--- config.mk ---
export PLATFORM = sky130hd
export DESIGN_NAME = rnit_ctrl
export DESIGN_NICKNAME = d
export VERILOG_FILES = /design/src/design/rnit_pkg.sv /design/src/design/rnit_ctrl.sv
export VERILOG_INCLUDE_DIRS = /design/src /design/src/design
export SDC_FILE = /design/constraint.sdc
export NUM_CORES = 1
export LEC_CHECK = 0
export ABC_CLOCK_PERIOD_IN_PS = 4600
export BUFFER_PORTS_ARGS = -buffer_cell sky130_fd_sc_hd__buf_2
export CAP_MARGIN = 40
export CORE_AREA = 2 2 39 41
export DETAILED_ROUTE_END_ITERATION = 8
export DIE_AREA = 0 0 41 43
export GPL_TIMING_DRIVEN = 0
export PLACE_DENSITY = 0.46
export SYNTH_ARGS = -nofsm -noshare
export SYNTH_HDL_FRONTEND = slang
export SYNTH_SLANG_ARGS = --single-unit
export TNS_END_PERCENT = 100
--- constraint.sdc ---
create_clock -name i_clk -period 4.6 [get_ports i_clk]
set_input_delay 0 -clock i_clk [delete_from_list [all_inputs] [get_ports i_clk]]
set_output_delay 0 -clock i_clk [all_outputs]
set_load 0.02 [all_outputs]
--- src/design/refcounted_name_id_table_assert.svh ---
// Assertion macros for the name/id table RTL.
// Needs i_clk and i_rst_n in the scope of each use.
`ifndef REFCOUNTED_NAME_ID_TABLE_ASSERT_SVH
`define REFCOUNTED_NAME_ID_TABLE_ASSERT_SVH

// Same-cycle implication, reset masked.
`define RNIT_ASSERT_NOW(label, ante, cons) \
    label: assert property (@(posedge i_clk) disable iff (!i_rst_n) (ante) |-> (cons)) \
        else $error("rnit assertion failed");

// Next-cycle implication, reset masked.
`define RNIT_ASSERT_NEXT(label, ante, cons) \
    label: assert property (@(posedge i_clk) disable iff (!i_rst_n) (ante) |=> (cons)) \
        else $error("rnit assertion failed");

`endif

--- src/design/rnit_pkg.sv ---
// Package for the name/id table: sizes, codes, command/status structs.
// Depends on nothing.
package rnit_pkg;
    localparam int ENTRIES    = 255;
    localparam int NAME_BYTES = 32;
    localparam int COUNT_BITS = 16;
    localparam int NWORDS     = 4;
    localparam int WORD_W     = 64;
    localparam int IDX_W      = (ENTRIES > 1) ? $clog2(ENTRIES) : 1;
    localparam int NAME_W     = NWORDS * WORD_W;
    localparam int ENT_W      = NAME_W + COUNT_BITS;
    localparam logic [COUNT_BITS-1:0] COUNT_MAX = '1;

    typedef enum logic [1:0] {
        ACT_INTERN = 2'd0,
        ACT_LOOKUP = 2'd1,
        ACT_REF    = 2'd2,
        ACT_UNREF  = 2'd3
    } t_action;

    typedef enum logic [1:0] {
        ST_OK    = 2'd0,
        ST_EMPTY = 2'd1,
        ST_FULL  = 2'd2,
        ST_SAT   = 2'd3
    } t_status;

    typedef struct packed {
        logic load;
        logic scan;
        logic read;
        logic eval;
    } t_cmd;

    typedef struct packed {
        logic fast;
        logic intern;
        logic scan_last;
    } t_stat;

    // Zero the first zero byte, all bytes after it and all beyond NAME_BYTES.
    function automatic logic [NAME_W-1:0] normalize(input logic [NAME_W-1:0] raw);
        logic              keep;
        logic [NAME_W-1:0] res;
        keep = 1'b1;
        res  = '0;
        for (int i = 0; i < NWORDS * 8; i++) begin
            if (i >= NAME_BYTES || raw[8*i +: 8] == 8'd0) keep = 1'b0;
            if (keep) res[8*i +: 8] = raw[8*i +: 8];
        end
        return res;
    endfunction
endpackage

--- src/design/rnit_ctrl.sv ---
// Controller FSM of the name/id table: sequences accept, scan, read,
// evaluate and result hand-off. Depends on rnit_pkg and the assert header.
`include "refcounted_name_id_table_assert.svh"
module rnit_ctrl (
    input  logic          i_clk,
    input  logic          i_rst_n,
    input  logic          i_in_valid,
    output logic          o_in_ready,
    output logic          o_out_valid,
    input  logic          i_out_ready,
    input  rnit_pkg::t_stat i_stat,
    output rnit_pkg::t_cmd  o_cmd
);
    import rnit_pkg::*;

    typedef enum logic [5:0] {
        S_IDLE  = 6'b000001,
        S_SCAN  = 6'b000010,
        S_DRAIN = 6'b000100,
        S_READ  = 6'b001000,
        S_EVAL  = 6'b010000,
        S_OUT   = 6'b100000
    } t_state;

    t_state r_state, n_state;
    logic   accept;

    assign o_in_ready  = (r_state == S_IDLE);
    assign o_out_valid = (r_state == S_OUT);
    assign accept      = o_in_ready && i_in_valid;

    always_comb begin
        n_state    = r_state;
        o_cmd      = '0;
        o_cmd.load = accept;
        case (r_state)
            S_IDLE: begin
                if (accept) begin
                    if (i_stat.fast) n_state = S_OUT;
                    else if (i_stat.intern) n_state = S_SCAN;
                    else n_state = S_READ;
                end
            end
            S_SCAN: begin
                o_cmd.scan = 1'b1;
                if (i_stat.scan_last) n_state = S_DRAIN;
            end
            S_DRAIN: n_state = S_EVAL;
            S_READ: begin
                o_cmd.read = 1'b1;
                n_state    = S_EVAL;
            end
            S_EVAL: begin
                o_cmd.eval = 1'b1;
                n_state    = S_OUT;
            end
            S_OUT: begin
                if (i_out_ready) n_state = S_IDLE;
            end
            default: n_state = S_IDLE;
        endcase
    end

    always_ff @(posedge i_clk) begin
        if (!i_rst_n) r_state <= S_IDLE;
        else r_state <= n_state;
    end

    `RNIT_ASSERT_NEXT(a_eval_to_out, r_state == S_EVAL, r_state == S_OUT)
    `RNIT_ASSERT_NOW(a_no_overlap, o_out_valid, !o_in_ready)
    `RNIT_ASSERT_NEXT(a_fast_done, accept && i_stat.fast, r_state == S_OUT)
endmodule

== Yosys cells after proc, flatten, opt, wreduce, memory -nomap -nowiden ==
Cells that the tools add are included.

* Bits in registers: 6
* Bits in latches: 0
* RAM bits: 0
* Memory bits (read-only): 0
* Input port bits: 7
* Word-level logic and storage cells: 22
* Memories: 0

* Add/subtract/negate cells: 0
* $mul: 0
* Divide/modulo/power cells: 0
* Magnitude comparators: 0
* Equality and inequality tests: 9
* Shift-type cells: 0
* Multiplexer cells: 9
* Bitwise gates (word level): 0
* Reduce and logical (&&, ||, !) cells: 3

{| class="wikitable"
|+ Operator list
! operator !! count
|-
| 6-bit case mux with 5 select lines || 1
|-
| 6-bit 2-to-1 mux || 4
|-
| 6-bit by 1-bit == test with 1-bit output (second input constant) || 1
|-
| 6-bit by 2-bit == test with 1-bit output (second input constant) || 1
|-
| 6-bit by 3-bit == test with 1-bit output (second input constant) || 1
|-
| 6-bit by 4-bit == test with 1-bit output (second input constant) || 1
|-
| 6-bit by 5-bit == test with 1-bit output (second input constant) || 1
|-
| 6-bit == test (second input constant) || 1
|-
| 4-bit 2-to-1 mux || 1
|-
| 2-bit by 1-bit inequality test with 1-bit output (second input constant) || 2
|-
| 1-bit 2-to-1 mux || 3
|-
| 3-bit AND reduction || 1
|-
| 2-bit inequality test (second input constant) || 1
|-
| 2-bit OR reduction || 1
|-
| 1-bit logical AND || 1
|}

== Longest topological paths before layout ==
* Depth in word-level cells: 4
* Gate-level depth with buffers: 4
* Depth with buffers taken out: 4

== Worst setup path after synthesis ==
No wires, ideal clock.

* Path kind: register -> register
* From: reg r_state[5]
* To: reg r_state[0]
* Library setup time: 0.115 ns
* Arrival: 1.702 ns
* Data required time: 4.485 ns
* Slack: 2.783 ns
* Cell stages (with the launch flop): 5
* Buffers on the path: 0
* Period minus slack after synthesis: 1.817 ns
* Cell sequence: dfxtp_1 -> or3_1 -> nor3_1 -> nor3_1 -> a21o_2

* Word-level cells in the longest chain between the ends: 4
* Elaborated cells on any way between the ends: 13
* Classes of those cells: eq/ne: 9; mux: 1; reduce/logical: 3

{| class="wikitable"
|+ RTL lines
! element !! line !! RTL
|-
| start, declared || rnit_ctrl.sv:25 || <nowiki>t_state r_state, n_state;</nowiki>
|-
| start signal, assigned || rnit_ctrl.sv:66 || <nowiki>else r_state <= n_state;</nowiki>
|-
| 6-bit by 1-bit == test with 1-bit output || rnit_ctrl.sv:28, rnit_ctrl.sv:36 ||
|-
| 1-bit logical AND || rnit_ctrl.sv:30 || <nowiki>assign accept = o_in_ready && i_in_valid;</nowiki>
|-
| 2-bit by 1-bit inequality test with 1-bit output (no line) || n/a ||
|-
| 3-bit AND reduction (no line) || n/a ||
|}

Parallel ways exist; a longest one is shown, timed or not.
A chain may end at the register's enable or synchronous reset.

== Final worst setup path ==
Same ends and word-level chain as after synthesis.

==> metrics.md <==
| Metric | Value |
|---|---|
| Top Ports | `13` |
| Synth Area in XOR/XNOR | `roughly 2.7%` |
| Ys Warns | `0` |
| Commonest cells after routing, fill and taps aside | `buf_2, dfxtp_1, nor3_1, clkbuf_4` |
| Crit. End Element | `register` |
| Hold Crit Class | `input port to register` |
| Post-synthesis simple-gate area fraction | `roughly 44%` |
| Setup TNS | `0 ns` |
| Synth Area in Adders | `0%` |
| Max cap viols | `0` |
| # DRC | `0` |
| Max-slew violations | `0` |
| Vias | `314` |
| Largest family of logic cells by synthesized area | `simple AND/OR/NAND/NOR gates` |
| Clock latency at the later pin of the worst-skew pair | `roughly 0.24 ns` |
| First-pass GRT wire length | `approximately 1100 µm` |
| Register area share after synthesis | `approximately 37%` |
| Overall Global Routing Usage | `9.87%` |
| Number of antenna violations at the first check in global routing | `0` |
| Post-route worst setup slack | `~2.7 ns` |
| Mean Syn Cell Area | `9.40 µm²` |
| CTS tree | `done` |
| Setup slack, reg-to-reg | `2.75 ns` |
| Cells on worst reg2reg path | `4` |
| Row count | `14` |
| WL per Instance | `10.0 µm` |
| Bufs on Longest Clock Path | `2` |
| Max frequency | `~540 MHz` |
| Clk sinks | `6` |
| PwrDens | `320 mW/mm²` |
| Top flop regs | `r_state: 6 flops` |
| Die ar. | `0.00176 mm²` |
| Unrepaired setup endpoints after global routing | `false` |
| Number of diodes | `0` |
| Startpoint types | `register` |
| Crit-path max FO | `5` |
| Max FFs per register | `6` |
| Slew headroom | `between 50 and 60%` |
| Core area | `0.00138 mm²` |
| Tcrit/Tclk final | `roughly two fifths` |
| Worst-case vdd ir drop | `around 0.12 mV` |
| Die X | `approximately 41 µm` |
| CTS hold repair buffers | `2` |
| Critical Path RT | `~4.7 ns` |
| Final GP Congestion | `around 0.65` |
| Worst hold path endpoint | `r_state[5]` |
| Post-layout net count | `a little over 60` |
| Crit Path Class | `register to register` |
| Clock skew | `about 0.0035 ns` |
| Reg with most FFs | `r_state` |
| DR iter-0 viols | `2` |
| Worst-path cell chain | `or3_1, nor4_1, a211oi_1, a21o_2` |
| Post-CTS Resized | `0` |
| CP Buf/Inv Count | `0` |
| Mapped Area | `around 330 µm²` |
| Post-synth cell types | `22` |
| Register bit total from synthesis | `6` |
| Largest net degree at the start of global routing | `7` |
| Initial Util | `a little under a quarter` |
| Post-Route WL | `~700 µm` |
| Critical path's top delay family | `simple AND/OR/NAND/NOR gates` |
| Synthesized Nets | `42` |
| Mux cell area share after synthesis | `0%` |
| Status | `finished clean` |
| Worst slack, placed | `2.76 ns` |
| Worst r2r dst | `r_state[0]` |
| Synth Area in Compound Gates | `approximately an eighth` |
| Root buffer cell | `clkbuf_4` |
| CTS Buf Count | `3` |
| Post-CTS setup buffer count | `0` |
| Slowest stage delay, CP | `approximately 0.58 ns` |
| H-tree levels | `1` |
| Leakage dissipation | `0.202 nW` |
| Drt via density | `4.62` |
| Vias in the first global route | `about 280` |
| Syn Inst Count | `35` |
| Final worst path period need | `between 1.5 and 2 ns` |
| Final-report hold violation count | `0` |
| Share of layout cells above drive strength 1 | `40.4%` |
| Worst endpoint data arrival time | `1.99 ns` |
| Growth of design area from synthesis to finish | `37.3%` |
| Congestion Overflow GR | `0` |
| Fillcell total | `approximately 140` |
| Final number of setup-violating endpoints | `0` |
| Slowest cell on crit path | `nor4_1` |
| Worst Tran Pin Value | `~0.66 ns` |
| Reg2reg start | `r_state[5]` |
| Commonest non-fill, non-tap cell in the layout | `buf_2` |
| Hold Path Depth | `3` |
| Buffers added on ports | `12` |
| Hold_sp | `i_stat[2]` |
| Chip Height | `between 40 and 50 µm` |
| Clk slew on worst S/H paths | `0.04 ns` |
| ANT nets after route | `0` |
| Drt first pass iters | `3` |
worst max path at each step:
stage | from | to | slack, ns | depth (start not counted)
CTS | r_state[5] | r_state[5] | 2.75 | 4
global placement | r_state[5] | r_state[0] | 2.74 | 4
finish | r_state[5] | r_state[0] | 2.75 | 4
detailed placement | r_state[5] | r_state[0] | 2.76 | 4
global route | r_state[5] | r_state[5] | 2.64 | 4
floorplan | r_state[5] | r_state[0] | 2.78 | 4
stage by stage:
step / utilization, % / cell area (µm²) / power (mW) / hold WS, ns / instances
2_1_floorplan: - / 329 / 0.0863 / 0.114 / 35
3_5_place_dp: 29.6 / 409 / 0.0971 / 0.247 / 63
6_report: 32.6 / 452 / 0.144 / 0.0447 / 68
3_3_place_gp: 29.6 / 409 / 0.0976 / 0.251 / 63
5_1_grt: 32.6 / 452 / 0.155 / 0.0501 / 68
4_1_cts: 32.6 / 452 / 0.148 / 0.0408 / 68
layout make-up:
type	instances	area, µm²	area share (%)
well taps	16	20.0	4.43
inverters	2	7.51	1.66
repair buffers	14	80.1	17.7
flip-flops and latches	6	120	26.6
multi-input cells	26	194	42.9
clock buffers	3	22.5	4.99
plain buffers	1	7.51	1.66
metal layers:
metal,GRT usage [%],vias to the layer above,wire length (µm)
met3,3.14,2,49
met4,10.0,0,5
met2,11.6,11,278
met1,13.0,134,348
li1,-,167,-
met5,0,-,0
tightest hold or removal path, stage by stage:
cell and delay [ns]:
buf_2 0.11, nand2_1 0.06, a211oi_1 0.06
power by group:
group          switching [mW]  internal, mW  total [mW]
sequential            0.00383        0.0553      0.0591
clock                  0.0177        0.0294      0.0471
combinational          0.0198        0.0183      0.0380
total                  0.0413         0.103       0.144
synth_stat cells:
master	count	share of area [%]
inv_1	2	2.3
a211oi_1	2	4.6
a21o_2	1	2.7
nor3_4	1	4.9
nor4b_1	1	2.7
and3_1	1	1.9
nor4_1	1	1.9
xnor2_1	1	2.7
buf_4	1	2.3
and4b_1	1	3.0
or4_4	1	3.4
o21a_1	1	2.3
and2_1	2	3.8
o41ai_1	1	2.7
or2b_1	1	2.3
nor3_1	4	6.1
or3_1	1	1.9
nor3b_2	1	3.8
nand2_1	2	2.3
nor2_1	2	2.3
dfxtp_1	6	37
and4bb_2	1	3.8
cell families after synthesis:
kind of cell,count (synthesis)
AND/OR/NAND/NOR,20
flip-flops,6
AO/OA/AOI/OAI,5
buffers and inverters,3
XOR/XNOR,1
No activity file was read; power rests on OpenSTA's default activity.
